## config.mk

```make
export PLATFORM = sky130hd
export DESIGN_NAME = foas_queue
export DESIGN_NICKNAME = d
export VERILOG_FILES = /design/src/hdl/foas_pkg.sv /design/src/hdl/foas_queue.sv
export SDC_FILE = /design/constraint.sdc
export NUM_CORES = 1
export LEC_CHECK = 0
export BUFFER_PORTS_ARGS = -buffer_cell sky130_fd_sc_hd__buf_2
export CAP_MARGIN = 25
export CORE_MARGIN = 8
export CORE_UTILIZATION = 45
export CTS_CLUSTER_SIZE = 8
export DETAILED_ROUTE_END_ITERATION = 16
export GPL_TIMING_DRIVEN = 0
export HOLD_SLACK_MARGIN = 0.06
export PLACE_DENSITY = 0.64
export SYNTH_ARGS = -nofsm -noshare
export SYNTH_HDL_FRONTEND = slang
export SYNTH_SLANG_ARGS = --single-unit
```

## constraint.sdc

```tcl
create_clock -name clk -period 2.9 [get_ports clk]
set_input_delay 0.145 -clock clk [delete_from_list [all_inputs] [get_ports clk]]
set_output_delay 0.145 -clock clk [all_outputs]
set_load 0.1 [all_outputs]
```

## src/hdl/foas_pkg.sv

```systemverilog
// Package for the fuzzy obstacle-avoidance speed controller.
// Holds field widths, trapezoid break points, ramp reciprocals, codes and shared types.
// No dependencies; every other file in hdl imports it.
`timescale 1ns / 1ps
`default_nettype none

package foas_pkg;

    // Field widths.
    localparam int RANGE_W    = 14;
    localparam int SPEED_W    = 10;
    localparam int LEVELS_W   = 18;
    localparam int CFG_IDX_W  = 3;
    localparam int CFG_DATA_W = 18;

    // Memberships are Q1.15 with one at 32768, so they need 16 bits.
    localparam int Q_W   = 16;
    localparam int OFS_W = 8;
    localparam int NUM_RULES = 9;
    // Sum of nine strengths and sum of nine strength times speed products.
    localparam int DEN_W  = 19;
    localparam int PROD_W = Q_W + SPEED_W;
    localparam int NUM_W  = 29;

    localparam logic [Q_W-1:0] Q_ONE = 16'h8000;

    // Input clamp and trapezoid break points in millimeters.
    localparam logic [RANGE_W-1:0] RANGE_MAX      = 14'd10000;
    localparam logic [RANGE_W-1:0] CLOSE_PLATEAU  = 14'd100;
    localparam logic [RANGE_W-1:0] CLOSE_FOOT     = 14'd350;
    localparam logic [RANGE_W-1:0] MED_FOOT_LO    = 14'd100;
    localparam logic [RANGE_W-1:0] MED_SHOULDER_LO = 14'd325;
    localparam logic [RANGE_W-1:0] MED_SHOULDER_HI = 14'd375;
    localparam logic [RANGE_W-1:0] MED_FOOT_HI    = 14'd600;
    localparam logic [RANGE_W-1:0] FAR_FOOT       = 14'd350;
    localparam logic [RANGE_W-1:0] FAR_SHOULDER   = 14'd600;

    // Ramp value floor(n * 32768 / D) for n < D is computed as
    // (n * ceil(2^31 / D)) >> 16, which is exact for every 8-bit n.
    localparam int RAMP_DIV_OUTER  = 250;
    localparam int RAMP_DIV_MEDIUM = 225;
    localparam int RECIP_SHIFT     = 31;
    localparam int RECIP_W         = 24;
    localparam int RAMP_SHIFT      = OFS_W + RECIP_W - Q_W;
    localparam logic [RECIP_W-1:0] RECIP_OUTER =
        RECIP_W'(((64'd1 << RECIP_SHIFT) + 64'(RAMP_DIV_OUTER) - 64'd1) / 64'(RAMP_DIV_OUTER));
    localparam logic [RECIP_W-1:0] RECIP_MEDIUM =
        RECIP_W'(((64'd1 << RECIP_SHIFT) + 64'(RAMP_DIV_MEDIUM) - 64'd1) / 64'(RAMP_DIV_MEDIUM));

    // Membership class codes produced by the front end.
    localparam logic [1:0] KIND_ZERO = 2'd0;
    localparam logic [1:0] KIND_ONE  = 2'd1;
    localparam logic [1:0] KIND_RAMP = 2'd2;

    // Output level codes; every other code means fast.
    localparam logic [1:0] LEVEL_SLOW   = 2'd0;
    localparam logic [1:0] LEVEL_MODEST = 2'd1;

    // Configuration register indexes.
    localparam logic [CFG_IDX_W-1:0] CFG_SLOW_SPEED   = 3'd0;
    localparam logic [CFG_IDX_W-1:0] CFG_MODEST_SPEED = 3'd1;
    localparam logic [CFG_IDX_W-1:0] CFG_FAST_SPEED   = 3'd2;
    localparam logic [CFG_IDX_W-1:0] CFG_LEFT_LEVELS  = 3'd3;
    localparam logic [CFG_IDX_W-1:0] CFG_RIGHT_LEVELS = 3'd4;

    // Configuration reset values.
    localparam logic [SPEED_W-1:0]  SLOW_SPEED_RST   = 10'd0;
    localparam logic [SPEED_W-1:0]  MODEST_SPEED_RST = 10'd150;
    localparam logic [SPEED_W-1:0]  FAST_SPEED_RST   = 10'd300;
    localparam logic [LEVELS_W-1:0] LEFT_LEVELS_RST  = 18'd65536;
    localparam logic [LEVELS_W-1:0] RIGHT_LEVELS_RST = 18'd91562;

    // Default depth of the queue between front and back.
    localparam int QUEUE_DEPTH_DEFAULT = 4;

    typedef logic [Q_W-1:0] memb_t;

    // One membership as classified by the front end.
    typedef struct packed {
        logic [1:0]       kind;
        logic [OFS_W-1:0] ofs;
    } memb_cls_t;

    // Close, medium and far, index 0 to 2.
    typedef memb_cls_t [2:0] memb_set_t;

    // One classified item as it travels through the queue.
    typedef struct packed {
        memb_set_t lf;
        memb_set_t rf;
    } item_cls_t;

    // Configuration registers as seen by the back end.
    typedef struct packed {
        logic [SPEED_W-1:0]  slow_speed;
        logic [SPEED_W-1:0]  modest_speed;
        logic [SPEED_W-1:0]  fast_speed;
        logic [LEVELS_W-1:0] left_levels;
        logic [LEVELS_W-1:0] right_levels;
    } cfg_t;

endpackage

`default_nettype wire

```

## src/hdl/foas_queue.sv

```systemverilog
// Short queue of classified items between the front end and the back end.
// Register-based ring buffer with an occupancy count.
// Depends on foas_pkg.
`timescale 1ns / 1ps
`default_nettype none

module foas_queue #(
    parameter int DEPTH = foas_pkg::QUEUE_DEPTH_DEFAULT
) (
    input  wire logic                 clk,
    input  wire logic                 rst_n,
    input  wire logic                 push,
    input  wire foas_pkg::item_cls_t  push_data,
    output logic                      full,
    input  wire logic                 pop,
    output logic                      pop_valid,
    output foas_pkg::item_cls_t       pop_data
);
    import foas_pkg::*;

    localparam int AW = (DEPTH > 1) ? $clog2(DEPTH) : 1;
    localparam int CW = $clog2(DEPTH + 1);

    item_cls_t       mem_reg [DEPTH];
    logic [AW-1:0]   wr_ptr_reg;
    logic [AW-1:0]   wr_ptr_next;
    logic [AW-1:0]   rd_ptr_reg;
    logic [AW-1:0]   rd_ptr_next;
    logic [CW-1:0]   count_reg;
    logic [CW-1:0]   count_next;
    logic            push_en;
    logic            pop_en;

    assign full      = (count_reg == CW'(DEPTH));
    assign pop_valid = (count_reg != '0);
    assign push_en   = push && !full;
    assign pop_en    = pop && pop_valid;
    assign pop_data  = mem_reg[rd_ptr_reg];

    // Pointer wrap and occupancy update.
    always_comb
    begin
        wr_ptr_next = wr_ptr_reg;
        rd_ptr_next = rd_ptr_reg;
        count_next  = count_reg;
        if (push_en)
        begin
            wr_ptr_next = (wr_ptr_reg == AW'(DEPTH - 1)) ? '0 : wr_ptr_reg + 1'b1;
        end
        if (pop_en)
        begin
            rd_ptr_next = (rd_ptr_reg == AW'(DEPTH - 1)) ? '0 : rd_ptr_reg + 1'b1;
        end
        if (push_en && !pop_en)
        begin
            count_next = count_reg + 1'b1;
        end
        else if (pop_en && !push_en)
        begin
            count_next = count_reg - 1'b1;
        end
    end

    always_ff @(posedge clk or negedge rst_n)
    begin
        if (!rst_n)
        begin
            wr_ptr_reg <= '0;
            rd_ptr_reg <= '0;
            count_reg  <= '0;
        end
        else
        begin
            wr_ptr_reg <= wr_ptr_next;
            rd_ptr_reg <= rd_ptr_next;
            count_reg  <= count_next;
        end
    end

    // Storage holds payload only.
    always_ff @(posedge clk)
    begin
        if (push_en)
        begin
            mem_reg[wr_ptr_reg] <= push_data;
        end
    end

endmodule

`default_nettype wire

```

==> out/metrics.yaml, run 1 <==
die:
  ios: 126
  initial_utilization_pct: 45.7
  die_h_um: 159
  die_width_um: 159
  rows: 52
  core-area_um2: 20100
  fp.dieArea_um2: 25200
worst_setup_path:
  cpMostUsedCell: "buf_2"
  crit_slowest_cell: "buf_2"
  start_kind: "register"
  crit_chain: "clkbuf_1 > buf_2 > mux4_2 > buf_2"
  crit_path_max_fanout: 10
  timing.rr.start: "count_reg[0]"
  end_kind: "primary output"
  crit_path_start: "rd_ptr_reg[1]"
  cp_data_required_time_ps: 2760
  cpPeakStageDelay_ps: 430
  crit_arrival_ps: 2260
  path_class: "register to primary output"
synthesis:
  synth.top_cell.area_share_pct: 78.5
  synth_cell_types: 21
  syn_avg_cell_area_um2: 26.2
  synthesis.nets: 422
  yosys_warnings: 0
  syn_area_um2: 9190
  yosysTopAreaCell: "edfxtp_1"
  synth_edf_count: 240
  synth_seq_area_share_pct: 80.4
  synthTopCellsByArea: "edfxtp_1 78%, mux4_2 14%, dfrtp_1 1.9%"
  synth.most_common_cell: "edfxtp_1"
  post_synth_inst_count: 351
  synth.top_cells.by_count: "240 x edfxtp_1, 58 x mux4_2, 7 x dfrtp_1"
  ys_ff_latch: 247
  synth-main-ff-cell: "edfxtp_1"
  postSynth.asyncResetShare_pct: 2.83
global_routing:
  track_usage_pct: 14.0
  antenna_found_initial: 0
  grt_pass1_vias: 5028
  grt_max_degree: 39
  grt_first_pass_wirelength_um: 27700
  grt_overflow_total: 0
sta:
  maxSlewViolCount: 0
  finClkSkew_ps: 17.6
  max_freq_mhz: 416
  relSlewSlack_pct: 65.3
  fin_crit_ps: 2400
  rsz0062_at_grt: "false"
  finalSetupViolCount: 0
  worstMarginPinSlew_ps: 525
  hold_violations: 0
  fin_crit_sh_pct: 82.9
  finalSetupTns_ps: 0
routing:
  vias_per_cell: 5.10
  drt_wl_total_um: 17400
  drc: 0
  ant_nets: 0
  routedWlPerCell_um: 20.3
  drt_iter0_markers: 190
  dr.pass1.iters: 4
  vias: 4373
clocking:
  cts.clk_slew.worst_paths_ps: 50
  cts_hold_buf: 63
  htreeDepth: 2
  cts-root-buf: "clkbuf_16"
  clockBufferDepth: 3
  cts.sinks: 247
  postCtsSetupBuffers: 0
  cts_tree: "built"
  cts_resized: 0
  cts_buffers: 36
  insertion_delay_ps: 500
place:
  dp_cells: 750
  placed_area_um2: 10300
  hpwlAfterDp_um: 10400
  place_congestion: 0.681
  io_buffers: 125
finish:
  fin_util_pct: 58.9
  area_delta_synth_final_pct: 29.0
  fin_nets: 652
  stdcell_area_um2: 11800
  fill_cells: 1459
  drive_gt1_share_pct: 42.8
  final-seq-area_um2: 7380
  multi_input_comb_area_um2: 1630
  largest_reg_flops: 240
  antennaDiodeCount: 0
  final_cells: 857
hold_path:
  hp-class: "input port to register"
  min_from: "push"
status:
  status: "finished clean"
job:
  cap_violations: 0
==> final cells by class <==
cell class / count / share of cell area (%)
clock buffers: 42 / 7.79
repair buffers: 192 / 11.5
clock inverters: 2 / 0.211
inverters: 3 / 0.0950
flip-flops and latches: 247 / 62.3
well taps: 270 / 2.85
plain buffers: 15 / 1.49
multi-input cells: 86 / 13.8
==> metal layers <==
| layer | global-route usage, % | vias up | wire length, µm |
|---|---|---|---|
| met1 | 16.5 | 2250 | 7140 |
| met5 | 0 | - | 0 |
| li1 | - | 1956 | - |
| met4 | 4.46 | 0 | 307 |
| met3 | 4.27 | 29 | 1110 |
| met2 | 24.1 | 138 | 8880 |
==> metrics by stage <==
stage	setup WS [ps]	hold WS (ps)
detailed placement	774	-7.20
finish	497	218
CTS	412	193
floorplan	251	-151
global placement	276	-16.1
global route	345	228
==> kinds of logic after synthesis <==
logic type / count (synthesis) / synth area share, %
DFF: 247 / 80.4
muxes: 65 / 15.5
buffers and inverters: 18 / 2.04
and+or+nand+nor: 11 / 0.790
adders and majority gates: 7 / 1.04
xor gates and xnor gates: 3 / 0.286
==> critical path, delay by kind of cell (launching register included) <==
family | cells | cell delay [ps]
buf+inv | 3 | 1150
flops | 1 | 350
mux | 1 | 270
==> path summary, 6_finish.rpt <==
check / end / slack [ps] / depth (start not counted)
setup / recovery: pop_data[32] / 500 / 4
hold / removal: wr_ptr_reg[1] / 220 / 4
setup reg to reg: count_reg[2] / 780 / 8
hold reg to reg: count_reg[2] / 500 / 1
max in group asynchronous: rd_ptr_reg[0] / 2020 / 3
min in group asynchronous: count_reg[1] / 630 / 3
==> placed cells by master (no fill, tap or decap) <==
| master | n |
|---|---|
| mux4_2 | 58 |
| clkinv_8 | 1 |
| clkbuf_16 | 36 |
| nor2_1 | 3 |
| buf_6 | 2 |
| inv_6 | 1 |
| xor2_1 | 2 |
| inv_1 | 3 |
| nor3b_4 | 1 |
| mux4_1 | 2 |
| clkbuf_1 | 7 |
| xnor2_1 | 1 |
| buf_2 | 131 |
| buf_12 | 7 |
| dlygate4sd3_1 | 63 |
| nor2b_1 | 1 |
| nand2_2 | 1 |
| ha_1 | 6 |
| mux2_4 | 2 |
| or3_4 | 1 |
| fa_1 | 1 |
| buf_16 | 3 |
| dfrtp_1 | 7 |
| and2_4 | 4 |
| mux2_2 | 3 |
| edfxtp_1 | 240 |
Power of run 1 is not shown: default switching activity piles up to over one toggle a cycle in this logic, so the estimate is an artifact.
==> run 2, diff against run 1 <==
clock period = 2.5 ns   (was 2.9 ns; I/O delays follow)
==> out/metrics.yaml, run 2 (synthesis results as in run 1) <==
worst_setup_path:
  path_class: "register to primary output"
  cp_data_required_time_ps: 2380
  crit_arrival_ps: 2200
  crit_path_max_fanout: 10
  end_kind: "primary output"
  start_kind: "register"
  ff2ff_setup_slack_ps: 390
clocking:
  cts.clk_slew.worst_paths_ps: 50
  cts-root-buf: "clkbuf_16"
  htreeDepth: 2
  cts_tree: "built"
  cts.sinks: 247
  cts_buffers: 36
  insertion_delay_ps: 490
  postCtsSetupBuffers: 0
  clockBufferDepth: 3
place:
  place_congestion: 0.691
  hpwlAfterDp_um: 10300
  io_buffers: 125
status:
  status: "finished clean"
routing:
  drt_wl_total_um: 17200
  ant_nets: 0
  routedWlPerCell_um: 19.9
  drc: 0
  dr.pass1.iters: 4
  vias: 4401
  drt_iter0_markers: 241
  vias_per_cell: 5.09
job:
  cap_violations: 0
finish:
  area_delta_synth_final_pct: 29.6
  largest_reg_flops: 240
  layout_commonest_cell: "edfxtp_1"
  fill_cells: 1438
  fin_nets: 652
  antennaDiodeCount: 0
  final_cell_mix: "240 x edfxtp_1, 131 x buf_2, 63 x dlygate4sd3_1"
  drive_gt1_share_pct: 42.8
sta:
  fin_crit_ps: 2320
  relSlewSlack_pct: 65.5
  worstMarginPinSlew_ps: 522
  finClkSkew_ps: 10.2
  maxSlewViolCount: 0
  max_freq_mhz: 431
  fin_crit_sh_pct: 92.8
  hold_violations: 0
  finalSetupTns_ps: 0
  finalSetupViolCount: 0
  rsz0062_at_grt: "false"
die:
  die_h_um: 159
  fp.dieArea_um2: 25200
  core-area_um2: 20100
  ios: 126
  die_width_um: 159
  initial_utilization_pct: 45.7
  rows: 52
global_routing:
  antenna_found_initial: 0
  track_usage_pct: 13.6
  grt_pass1_vias: 4946
  grt_first_pass_wirelength_um: 26900
  grt_max_degree: 44
  grt_overflow_total: 0
hold_path:
  hp-class: "input port to register"
## run 2: critical path, cell delays in order, from the launching register on
cell	delay [ps]
dfrtp_1	350
clkbuf_1	300
buf_2	360
mux4_2	250
buf_2	440
## run 2: worst paths after layout
kind | startpoint | to | cells past startpoint
setup reg to reg | count_reg[0] | count_reg[2] | 8
max in group asynchronous | rst_n | rd_ptr_reg[1] | 3
hold reg to reg | count_reg[2] | count_reg[2] | 1
hold / removal | push | wr_ptr_reg[1] | 4
min in group asynchronous | rst_n | count_reg[1] | 3
setup / recovery | rd_ptr_reg[1] | pop_data[19] | 4
## run 2: area by class of cell
class	count	area, µm²	share of cell area, %
Buffer	15	176	1.48
Multi-Input combinational cell	86	1650	13.8
Sequential cell	247	7380	62.0
Clock inverter	2	17.5	0.147
Inverter	3	11.3	0.0946
Clock buffer	49	971	8.15
Tap cell	270	338	2.84
Timing Repair Buffer	192	1370	11.5
## run 2: repair_timing
item	CTS	global route
hold endpoints to repair	249	0
resized for setup	0	0
hold buffers	63	0
setup endpoints to repair	0	0
## run 2: metrics by stage
stage                     setup WS, ps  hold WS (ps)  instances  area, µm²  utilization (%)
after global routing              48.0           226        864      11900             59.2
after floorplan                  -74.9          -171        351       9210                -
final                              179           232        864      11900             59.2
after detailed placement           418         -31.7        750      10300             51.2
after global placement            -205         -38.7        746      10200             50.6
after CTS                          106           203        864      11900             59.2
## run 2: layer usage
layer,routed length (µm),track usage (%)
met5,0,0
met4,298,4.25
met3,1050,3.98
met2,8930,23.4
met1,6940,16.4
Power of run 2 is left out for the same reason.
