[config.mk]
export PLATFORM = sky130hd
export DESIGN_NAME = foas_front
export DESIGN_NICKNAME = d
export VERILOG_FILES = /design/src/hdl/foas_pkg.sv /design/src/hdl/foas_front.sv
export SDC_FILE = /design/constraint.sdc
export NUM_CORES = 1
export LEC_CHECK = 0
export BUFFER_PORTS_ARGS = -buffer_cell sky130_fd_sc_hd__buf_2
export CAP_MARGIN = 20
export CORE_MARGIN = 2
export CORE_UTILIZATION = 54
export DETAILED_ROUTE_END_ITERATION = 6
export GPL_TIMING_DRIVEN = 0
export MAX_ROUTING_LAYER = met4
export PLACE_DENSITY = 0.8
export REMOVE_ABC_BUFFERS = 1
export SYNTH_ARGS = -nofsm -noshare
export SYNTH_HDL_FRONTEND = slang
export SYNTH_SLANG_ARGS = --single-unit
[constraint.sdc]
create_clock -name clk -period 5.2 [get_ports clk]
set_input_delay 0.52 -clock clk [delete_from_list [all_inputs] [get_ports clk]]
set_output_delay 0.52 -clock clk [all_outputs]
set_load 0.01 [all_outputs]
[src/hdl/foas_pkg.sv]
// Package for the fuzzy obstacle-avoidance speed controller.
// Holds field widths, trapezoid break points, ramp reciprocals, codes and shared types.
// No dependencies; every other file in hdl imports it.
`timescale 1ns / 1ps
`default_nettype none

package foas_pkg;

    // Field widths.
    localparam int RANGE_W    = 14;
    localparam int SPEED_W    = 10;
    localparam int LEVELS_W   = 18;
    localparam int CFG_IDX_W  = 3;
    localparam int CFG_DATA_W = 18;

    // Memberships are Q1.15 with one at 32768, so they need 16 bits.
    localparam int Q_W   = 16;
    localparam int OFS_W = 8;
    localparam int NUM_RULES = 9;
    // Sum of nine strengths and sum of nine strength times speed products.
    localparam int DEN_W  = 19;
    localparam int PROD_W = Q_W + SPEED_W;
    localparam int NUM_W  = 29;

    localparam logic [Q_W-1:0] Q_ONE = 16'h8000;

    // Input clamp and trapezoid break points in millimeters.
    localparam logic [RANGE_W-1:0] RANGE_MAX      = 14'd10000;
    localparam logic [RANGE_W-1:0] CLOSE_PLATEAU  = 14'd100;
    localparam logic [RANGE_W-1:0] CLOSE_FOOT     = 14'd350;
    localparam logic [RANGE_W-1:0] MED_FOOT_LO    = 14'd100;
    localparam logic [RANGE_W-1:0] MED_SHOULDER_LO = 14'd325;
    localparam logic [RANGE_W-1:0] MED_SHOULDER_HI = 14'd375;
    localparam logic [RANGE_W-1:0] MED_FOOT_HI    = 14'd600;
    localparam logic [RANGE_W-1:0] FAR_FOOT       = 14'd350;
    localparam logic [RANGE_W-1:0] FAR_SHOULDER   = 14'd600;

    // Ramp value floor(n * 32768 / D) for n < D is computed as
    // (n * ceil(2^31 / D)) >> 16, which is exact for every 8-bit n.
    localparam int RAMP_DIV_OUTER  = 250;
    localparam int RAMP_DIV_MEDIUM = 225;
    localparam int RECIP_SHIFT     = 31;
    localparam int RECIP_W         = 24;
    localparam int RAMP_SHIFT      = OFS_W + RECIP_W - Q_W;
    localparam logic [RECIP_W-1:0] RECIP_OUTER =
        RECIP_W'(((64'd1 << RECIP_SHIFT) + 64'(RAMP_DIV_OUTER) - 64'd1) / 64'(RAMP_DIV_OUTER));
    localparam logic [RECIP_W-1:0] RECIP_MEDIUM =
        RECIP_W'(((64'd1 << RECIP_SHIFT) + 64'(RAMP_DIV_MEDIUM) - 64'd1) / 64'(RAMP_DIV_MEDIUM));

    // Membership class codes produced by the front end.
    localparam logic [1:0] KIND_ZERO = 2'd0;
    localparam logic [1:0] KIND_ONE  = 2'd1;
    localparam logic [1:0] KIND_RAMP = 2'd2;

    // Output level codes; every other code means fast.
    localparam logic [1:0] LEVEL_SLOW   = 2'd0;
    localparam logic [1:0] LEVEL_MODEST = 2'd1;

    // Configuration register indexes.
    localparam logic [CFG_IDX_W-1:0] CFG_SLOW_SPEED   = 3'd0;
    localparam logic [CFG_IDX_W-1:0] CFG_MODEST_SPEED = 3'd1;
    localparam logic [CFG_IDX_W-1:0] CFG_FAST_SPEED   = 3'd2;
    localparam logic [CFG_IDX_W-1:0] CFG_LEFT_LEVELS  = 3'd3;
    localparam logic [CFG_IDX_W-1:0] CFG_RIGHT_LEVELS = 3'd4;

    // Configuration reset values.
    localparam logic [SPEED_W-1:0]  SLOW_SPEED_RST   = 10'd0;
    localparam logic [SPEED_W-1:0]  MODEST_SPEED_RST = 10'd150;
    localparam logic [SPEED_W-1:0]  FAST_SPEED_RST   = 10'd300;
    localparam logic [LEVELS_W-1:0] LEFT_LEVELS_RST  = 18'd65536;
    localparam logic [LEVELS_W-1:0] RIGHT_LEVELS_RST = 18'd91562;

    // Default depth of the queue between front and back.
    localparam int QUEUE_DEPTH_DEFAULT = 4;

    typedef logic [Q_W-1:0] memb_t;

    // One membership as classified by the front end.
    typedef struct packed {
        logic [1:0]       kind;
        logic [OFS_W-1:0] ofs;
    } memb_cls_t;

    // Close, medium and far, index 0 to 2.
    typedef memb_cls_t [2:0] memb_set_t;

    // One classified item as it travels through the queue.
    typedef struct packed {
        memb_set_t lf;
        memb_set_t rf;
    } item_cls_t;

    // Configuration registers as seen by the back end.
    typedef struct packed {
        logic [SPEED_W-1:0]  slow_speed;
        logic [SPEED_W-1:0]  modest_speed;
        logic [SPEED_W-1:0]  fast_speed;
        logic [LEVELS_W-1:0] left_levels;
        logic [LEVELS_W-1:0] right_levels;
    } cfg_t;

endpackage

`default_nettype wire

[src/hdl/foas_front.sv]
// Front end: accepts an item, clamps both ranges and classifies each membership.
// Each membership becomes zero, one or a ramp with an 8-bit offset.
// Depends on foas_pkg.
`timescale 1ns / 1ps
`default_nettype none

module foas_front (
    input  wire logic                          clk,
    input  wire logic                          rst_n,
    input  wire logic                          in_valid,
    output logic                               in_stall,
    input  wire logic [foas_pkg::RANGE_W-1:0]  left_front_range,
    input  wire logic [foas_pkg::RANGE_W-1:0]  right_front_range,
    output logic                               push,
    output foas_pkg::item_cls_t                push_data,
    input  wire logic                          queue_full
);
    import foas_pkg::*;

    // Classify one clamped distance against the three trapezoids.
    function automatic memb_set_t classify(input logic [RANGE_W-1:0] raw);
        logic [RANGE_W-1:0] x;
        logic [RANGE_W-1:0] diff;
        memb_set_t          m;
        x = (raw > RANGE_MAX) ? RANGE_MAX : raw;
        m = '0;
        // Close: plateau up to its shoulder, then a falling ramp.
        if (x <= CLOSE_PLATEAU) begin
            m[0].kind = KIND_ONE;
        end else if (x < CLOSE_FOOT) begin
            diff      = CLOSE_FOOT - x;
            m[0].kind = KIND_RAMP;
            m[0].ofs  = diff[OFS_W-1:0];
        end else begin
            m[0].kind = KIND_ZERO;
        end
        // Medium: rising ramp, plateau, falling ramp.
        if (x < MED_FOOT_LO) begin
            m[1].kind = KIND_ZERO;
        end else if (x < MED_SHOULDER_LO) begin
            diff      = x - MED_FOOT_LO;
            m[1].kind = KIND_RAMP;
            m[1].ofs  = diff[OFS_W-1:0];
        end else if (x <= MED_SHOULDER_HI) begin
            m[1].kind = KIND_ONE;
        end else if (x < MED_FOOT_HI) begin
            diff      = MED_FOOT_HI - x;
            m[1].kind = KIND_RAMP;
            m[1].ofs  = diff[OFS_W-1:0];
        end else begin
            m[1].kind = KIND_ZERO;
        end
        // Far: rising ramp, then plateau up to the clamp.
        if (x < FAR_FOOT) begin
            m[2].kind = KIND_ZERO;
        end else if (x < FAR_SHOULDER) begin
            diff      = x - FAR_FOOT;
            m[2].kind = KIND_RAMP;
            m[2].ofs  = diff[OFS_W-1:0];
        end else begin
            m[2].kind = KIND_ONE;
        end
        return m;
    endfunction

    logic      valid_reg;
    item_cls_t item_reg;
    item_cls_t item_next;
    logic      accept;

    // The register holds one classified item until the queue takes it.
    assign in_stall  = valid_reg && queue_full;
    assign accept    = in_valid && !in_stall;
    assign push      = valid_reg && !queue_full;
    assign push_data = item_reg;

    always_comb
    begin
        item_next.lf = classify(left_front_range);
        item_next.rf = classify(right_front_range);
    end

    always_ff @(posedge clk or negedge rst_n)
    begin
        if (!rst_n)
        begin
            valid_reg <= 1'b0;
        end
        else if (accept)
        begin
            valid_reg <= 1'b1;
        end
        else if (push)
        begin
            valid_reg <= 1'b0;
        end
    end

    always_ff @(posedge clk)
    begin
        if (accept)
        begin
            item_reg <= item_next;
        end
    end

endmodule

`default_nettype wire

==> results of run 1 <==
[cell families (layout without fill, tap and decap cells)]
group	after synthesis	in the layout	synth area share
simple gates	163	163	0.2218
compound gates	90	90	0.1579
flops	61	61	0.4762
buf+inv	40	129	0.04240
xor+xnor	29	29	0.06621
fa+ha+maj	10	10	0.03262
mux	1	1	0.002935
[metal layers]
layer,part of all wire,global-route usage,vias up
met3,0.074,0.05597,12
li1,-,-,1611
met2,0.49,0.3896,182
met5,0,-,-
met4,0.013,0.08540,0
met1,0.42,0.3305,1629
[layout make-up]
| type | count | area, sq um | share of cell area |
|---|---|---|---|
| clock buffer | 12 | 145.1 | 0.03180 |
| clock inverter | 4 | 47.55 | 0.01042 |
| inverter | 18 | 67.56 | 0.01480 |
| multi-input combinational | 293 | 1854 | 0.4063 |
| sequential | 61 | 1827 | 0.4002 |
| tap | 96 | 120.1 | 0.02632 |
| timing repair buffer | 95 | 503.0 | 0.1102 |
[cells in the mapped netlist, drive strengths merged, types with 8 or more instances]
| master | count |
|---|---|
| a31oi | 8 |
| clkbuf | 9 |
| xor2 | 8 |
| inv | 18 |
| a21oi | 21 |
| buf | 13 |
| nor2 | 50 |
| ha | 10 |
| nor3 | 11 |
| o21ai | 16 |
| edfxtp | 60 |
| nor2b | 8 |
| nand2 | 40 |
| xnor2 | 21 |
[final timing paths]
path                                startpoint             to  slack (ps)  depth (start not counted)
setup / recovery           left_front_range[4]  push_data[31]        1200                         12
hold / removal                        in_valid      valid_reg         390                          2
setup reg to reg                     valid_reg  push_data[49]        3280                          3
hold reg to reg                      valid_reg      valid_reg         690                          2
max in group asynchronous                rst_n      valid_reg        4630                          2
min in group asynchronous                rst_n      valid_reg         490                          2
[through the flow]
stage	hold slack (ps)	cell area, sq um	utilization	power, mW	std cells
floorplan	224.4	3741	-	0.7028	372
global placement	295.1	4327	0.6333	0.7816	561
detailed placement	298.0	4362	0.6385	0.7863	562
CTS	375.4	4564	0.6681	1.202	579
global route	376.4	4564	0.6681	1.248	579
finish	387.2	4564	0.6681	1.197	579
[power by group]
part | leakage [nW] | switching [mW] | total, mW | internal, mW
registers | 0.609 | 0.00511 | 0.567 | 0.562
logic | 1.16 | 0.134 | 0.211 | 0.0771
clock network | 0.0964 | 0.185 | 0.418 | 0.233
total | 1.87 | 0.324 | 1.20 | 0.873
[repair_timing]
| item | in CTS | in global routing |
|---|---|---|
| setup endpoints to repair | 0 | 0 |
| hold endpoints to repair | 1 | 0 |
| hold buffers | 1 | 0 |
[placed cells by master, fill, tap and decap left out, types with 6 or more instances in the layout]
cell type / instances
buf_2: 93
edfxtp_1: 60
nor2_1: 49
nand2_1: 40
a21oi_1: 21
xnor2_1: 21
inv_1: 18
o21ai_0: 15
nor3_1: 11
ha_1: 10
clkbuf_8: 10
a31oi_1: 8
xor2_1: 8
nor2b_1: 7
nand3_1: 6
==> results.cfg, run 1 <==
[yosys]
syn_avg_cell_area_sq_um = 9.736
synthesis.area_sq_um = 3836
synth_top_area_frac = 0.4697
ys_ff_latch = 61
ys_warn_count = 0
synth_edf_count = 60
ys_seq_area_frac = 0.4762
synth_area_leaders = edfxtp_1, nor2_1, xnor2_1
syn_inst = 394
netlist-cell-type-count = 63
async_flop_share = 0.01639
ys.flop_type = edfxtp_1
synth_top_area_cell = edfxtp_1

[hold_path]
worstHoldPathType = in -> reg

[place]
place_congestion = 0.9758
dp_slack_ps = 926.6
port-buffer-count = 93
dp_hpwl_um = 6856

[worst_setup_path]
critPathMaxStageDelay_ps = 550
worstPathCellList = buf_2 > or4b_1 > nor4_2 > o31a_1 > nand2_1 > ha_1 > nor3b_1 > nor3_1 > nor4_4 > o21bai_1 > or3_1 > nor2_1
cp_max_fo = 12
crit_arrival_ps = 4180
slowest_stage = or3_1
cp-start-kind = input port
worst_setup_path_end_kind = flip-flop
required_ps = 5380
cp_num_buf_inv = 1
critPathTopFamily = simple AND/OR/NAND/NOR gates
crit_type = in -> reg

[timing]
finalMaxSlewViolations = 0
clock_skew_ps = 8.039
period_needed_ps = 3995
fin_ws_ps = 1205
final-setup-viol-count = 0
setup-tns-final_ps = 0
finalCritPeriodShare = 0.7683
grt_setup_unrepaired = false
worstMarginPinSlew_ps = 990.0
hold_viol_final = 0
timing.fmax_mhz = 250.3
relSlewSlack = 0.3386

[cts]
cts.clk_slew.worst_paths_ps = 70
post_cts_resized = 0
cts_tree = done
cts_max_level = 3
numCtsBuffers = 9
clock_path_buffers = 2
clock_sinks = 61
postCtsSetupBuffers = 0
clk_latency_ps = 340
root_buffer = clkbuf_8

[detailed_routing]
totalWireLength_um = 9293
via_per_inst = 5.931
drt_pass1_iterations = 5
num_vias = 3434
first_iter_violations = 282
ant_nets = 0
drcViolationCount = 0
wl_per_cell_um = 16.05

[grt]
grt_usage = 0.2521
grt_pass1_vias = 3095
grt_max_degree = 37
grt_antenna_before_repair = 0
grt_pass1_wl_um = 14590
grt-ovfl-total = 0

[cells_and_area]
largest_register_ffs = 60
n_fill_cell = 561
final_nets = 520
drive_gt1_frac = 0.2588
area_growth_syn_to_layout_pct = 18.98
antennaDiodeCount = 0

[die]
io_pins = 94
dieWidth_um = 88.29
rows = 30
die-height_um = 88.29
start_util = 0.5615
die-area_sq_um = 7794
core_area_sq_um = 6832

[power]
leakagePower_nw = 1.870
ir_drop_uv = 213.4
power.density_nw_per_um2 = 262.2

[flow_run]
maxCapViolCount = 0

[run_status]
run_status = complete, no violations
Note: power is estimated with default switching activity, not from simulation.
==> run 2, diff against run 1 <==
Clock period 5.2 ns to 3.7 ns, I/O delays scaled along.
==> results.cfg, run 2 (same netlist as run 1, synthesis figures left out) <==
[run_status]
run_status = complete, no violations

[power]
p_switching_uw = 458.9
leakagePower_nw = 1.875
power.density_nw_per_um2 = 368.0
p_clk_frac = 0.350
ir_drop_uv = 300.4
power.internal_mw = 1.227
swShare = 0.2722
combPwrFrac = 0.177
seqPwrFrac = 0.473

[cts]
numCtsBuffers = 9
cts_max_level = 3
postCtsSetupBuffers = 0
cts.clk_slew.worst_paths_ps = 70
root_buffer = clkbuf_8
cts_tree = done
clock_path_buffers = 2
clk_latency_ps = 340
clock_sinks = 61

[die]
core_area_sq_um = 6832
io_pins = 94
rows = 30
die-height_um = 88.29
die-area_sq_um = 7794
dieWidth_um = 88.29
start_util = 0.5615

[detailed_routing]
ant_nets = 0
drcViolationCount = 0
drt_pass1_iterations = 5
wl_per_cell_um = 16.17
via_per_inst = 5.938
num_vias = 3438
totalWireLength_um = 9363
first_iter_violations = 268

[hold_path]
hp-start = in_valid
worstHoldPathType = in -> reg

[cells_and_area]
largest_register_ffs = 60
layoutNonFillerInstCount = 579
fin_area_sq_um = 4582
layout_commonest_cell = buf_2
final_core_util = 0.6707
drive_gt1_frac = 0.2671
final_nets = 520
final_cell_mix = buf_2, edfxtp_1, nor2_1
antennaDiodeCount = 0
area_growth_syn_to_layout_pct = 19.44

[timing]
worstMarginPinSlew_ps = 997.9
finalMaxSlewViolations = 0
clock_skew_ps = 8.882
hold_viol_final = 0
final-setup-viol-count = 0
grt_setup_unrepaired = false
relSlewSlack = 0.3333
setup-tns-final_ps = 0
timing.fmax_mhz = 298.2
finalCritPeriodShare = 0.9062
period_needed_ps = 3353

[place]
dp_hpwl_um = 6856
port-buffer-count = 93
dpl.cell_count = 562
place_congestion = 0.9758
dpl_cell_area_sq_um = 4362

[grt]
grt-ovfl-total = 0
grt_usage = 0.2521
grt_max_degree = 37
grt_pass1_vias = 3096
grt_antenna_before_repair = 0
grt_pass1_wl_um = 14590

[worst_setup_path]
r2r-start = valid_reg
worst_setup_path_end_kind = flip-flop
crit_arrival_ps = 3550
critPathLaunch = left_front_range[4]
cp_max_fo = 12
cp-start-kind = input port
required_ps = 3900
crit_type = in -> reg

[flow_run]
maxCapViolCount = 0
-- run 2: power by group through the flow --
stage / clock network (mW) / logic (mW) / registers (mW)
final: 0.590 / 0.299 / 0.798
after global routing: 0.626 / 0.329 / 0.800
after CTS: 0.596 / 0.295 / 0.798
after detailed placement: 0 / 0.293 / 0.812
after global placement: 0 / 0.282 / 0.817
after floorplan: 0 / 0.156 / 0.832
-- run 2: worst max-delay path, cell delays in order --
cell and delay (ps):
buf_2 230, or4b_1 490, nor4_2 270, o31a_2 320, nand2_1 210, ha_1 300
nor3b_1 180, nor3_2 280, nor4_4 100, o21bai_1 200, or3_4 460, nor2_1 130
-- run 2: per-layer routing --
layer / GRT usage / up-vias / part of all wire
li1: - / 1609 / -
met4: 0.08540 / 0 / 0.011
met5: - / - / 0
met3: 0.05597 / 12 / 0.072
met2: 0.3896 / 177 / 0.49
met1: 0.3305 / 1640 / 0.43
-- run 2: layout make-up --
cell class | instances | area, sq um
tap | 96 | 120.1
timing repair buffer | 95 | 503.0
sequential | 61 | 1827
clock inverter | 4 | 47.55
fill | 559 | 2250
clock buffer | 12 | 145.1
multi-input combinational | 293 | 1872
inverter | 18 | 67.56
-- run 2: final timing paths --
kind,end,cells past startpoint,slack (ps)
worst max-delay path,push_data[32],12,350
worst min-delay path,valid_reg,2,240
worst max register to register,push_data[42],3,1770
worst min register to register,valid_reg,2,690
max in group asynchronous,valid_reg,2,3280
min in group asynchronous,valid_reg,2,340
-- run 2: repair_timing --
action	4_1_cts	5_1_grt
hold endpoints to repair	1	0
hold buffers	1	0
endpoints found under the setup margin	9	9
gates resized for setup	1	3
pin swaps	0	0
-- run 2: metrics by stage --
stage / hold slack (ps) / setup slack, ps / power [mW]
after detailed placement: 148.0 / -423.4 / 1.105
after global routing: 226.4 / 101.6 / 1.756
final: 236.9 / 347.0 / 1.686
after global placement: 145.1 / -970.2 / 1.099
after CTS: 225.4 / 110.4 / 1.689
after floorplan: 74.41 / -20.88 / 0.9877
==> run 3, diff against run 2 <==
Settings changed: CORE_UTILIZATION 54 to 58, PLACE_DENSITY 0.8 to 0.85.
Clock period 3.7 ns to 4.1 ns, I/O delays scaled along.
==> results.cfg, run 3 (same netlist as run 1, synthesis figures left out) <==
[detailed_routing]
drcViolationCount = 0
wl_per_cell_um = 17.71
drt_pass1_iterations = 5
num_vias = 3517
first_iter_violations = 430
ant_nets = 0
via_per_inst = 6.280
totalWireLength_um = 9920

[timing]
timing.fmax_mhz = 265.3
final-setup-viol-count = 0
period_needed_ps = 3769
clock_skew_ps = 11.93
relSlewSlack = 0.3255
grt_setup_unrepaired = false
finalCritPeriodShare = 0.9193
finalMaxSlewViolations = 0
worstMarginPinSlew_ps = 1010
hold_viol_final = 0

[worst_setup_path]
crit_type = in -> reg
critPathLaunch = left_front_range[4]
r2r-start = valid_reg
crit_cells = 12
worst_setup_path_end_kind = flip-flop
cp-start-kind = input port
required_ps = 4300
rr_worst_depth = 3
regToRegEndpoint = push_data[40]
cp_num_buf_inv = 1
critPathTopFamily = simple AND/OR/NAND/NOR gates
critPathMaxStageDelay_ps = 540
ff2ff_setup_slack_ps = 2160
crit_end = push_data[36]
slowest_stage = or3_1
crit_arrival_ps = 3970
cp_max_fo = 12
worstPathCellList = buf_2 > or4b_1 > nor4_2 > o31a_2 > nand2_1 > ha_1 > nor3b_1 > nor3_1 > nor4_4 > o21bai_1 > or3_1 > nor2_1

[cts]
root_buffer = clkbuf_8
clock_path_buffers = 2
cts_max_level = 3
clock_sinks = 61
postCtsSetupBuffers = 0
cts.clk_slew.worst_paths_ps = 70
numCtsBuffers = 9
clk_latency_ps = 360
cts_tree = done

[place]
port-buffer-count = 93
dpl.cell_count = 543
place_congestion = 0.9538
dp_hpwl_um = 7072

[cells_and_area]
final_cell_mix = buf_2, edfxtp_1, nor2_1
layout_commonest_cell = buf_2
antennaDiodeCount = 0
final_nets = 520
drive_gt1_frac = 0.2650
area_growth_syn_to_layout_pct = 19.18
seqCellArea_sq_um = 1827
layoutNonFillerInstCount = 560
n_fill_cell = 499
multi_input_area_sq_um = 1856
largest_register_ffs = 60

[hold_path]
worstHoldPathType = in -> reg

[die]
dieWidth_um = 85.33
io_pins = 94
rows = 29
die-area_sq_um = 7280
core_area_sq_um = 6386
die-height_um = 85.33
start_util = 0.6007

[run_status]
run_status = complete, no violations

[flow_run]
maxCapViolCount = 0

[grt]
grt_max_degree = 36
grt_pass1_vias = 3199
grt_pass1_wl_um = 15680
grt_antenna_before_repair = 0
grt-ovfl-total = 0
grt_usage = 0.2849

[power]
leakagePower_nw = 1.890
ir_drop_uv = 320.8
power.density_nw_per_um2 = 353.4
power.total_mw = 1.616
run 3: cell type report:
cell class              instances  area share
multi-input cells             293      0.4059
flip-flops and latches         61      0.3996
clock inverters                 7     0.02162
inverters                      18     0.01478
repair buffers                 95      0.1100
clock buffers                   9     0.02709
well taps                      77     0.02107
run 3: how the worst min path moves through the flow:
stage	from	end	slack [ps]	cells past startpoint
after floorplan	rst_n	valid_reg	110	0
after global placement	rst_n	valid_reg	190	1
after detailed placement	rst_n	valid_reg	190	1
after CTS	in_valid	valid_reg	250	2
after global routing	in_valid	valid_reg	270	2
final	in_valid	valid_reg	260	2
run 3: layer usage:
layer  track usage  wire length [um]
met1        0.3661              4007
met2        0.4432              4796
met3       0.04864               855
met4        0.1299               261
met5             -                 0
run 3: through the flow:
step	hold WS, ps	TNS [ps]	utilization	worst slack, ps	instance area, sq um
4_1_cts	254.5	0	0.7157	204.5	4571
5_1_grt	271.2	0	0.7159	105.7	4572
3_5_place_dp	187.1	-485.1	0.6793	-134.1	4338
6_report	263.8	0	0.7159	330.9	4572
2_1_floorplan	114.4	0	-	340.4	3741
3_3_place_gp	185.1	-36190	0.6738	-607.2	4303
run 3: timing repair:
item | 4_1_cts | 5_1_grt
endpoints found under the setup margin | 0 | 8
hold buffers | 1 | 0
gates resized for setup | 0 | 1
hold endpoints to repair | 1 | 0
run 3: power breakdown:
| part | switching, mW | internal (mW) | total [mW] |
|---|---|---|---|
| clock network | 0.277 | 0.346 | 0.623 |
| registers | 0.00707 | 0.713 | 0.720 |
| logic | 0.174 | 0.0983 | 0.273 |
| total | 0.459 | 1.16 | 1.62 |
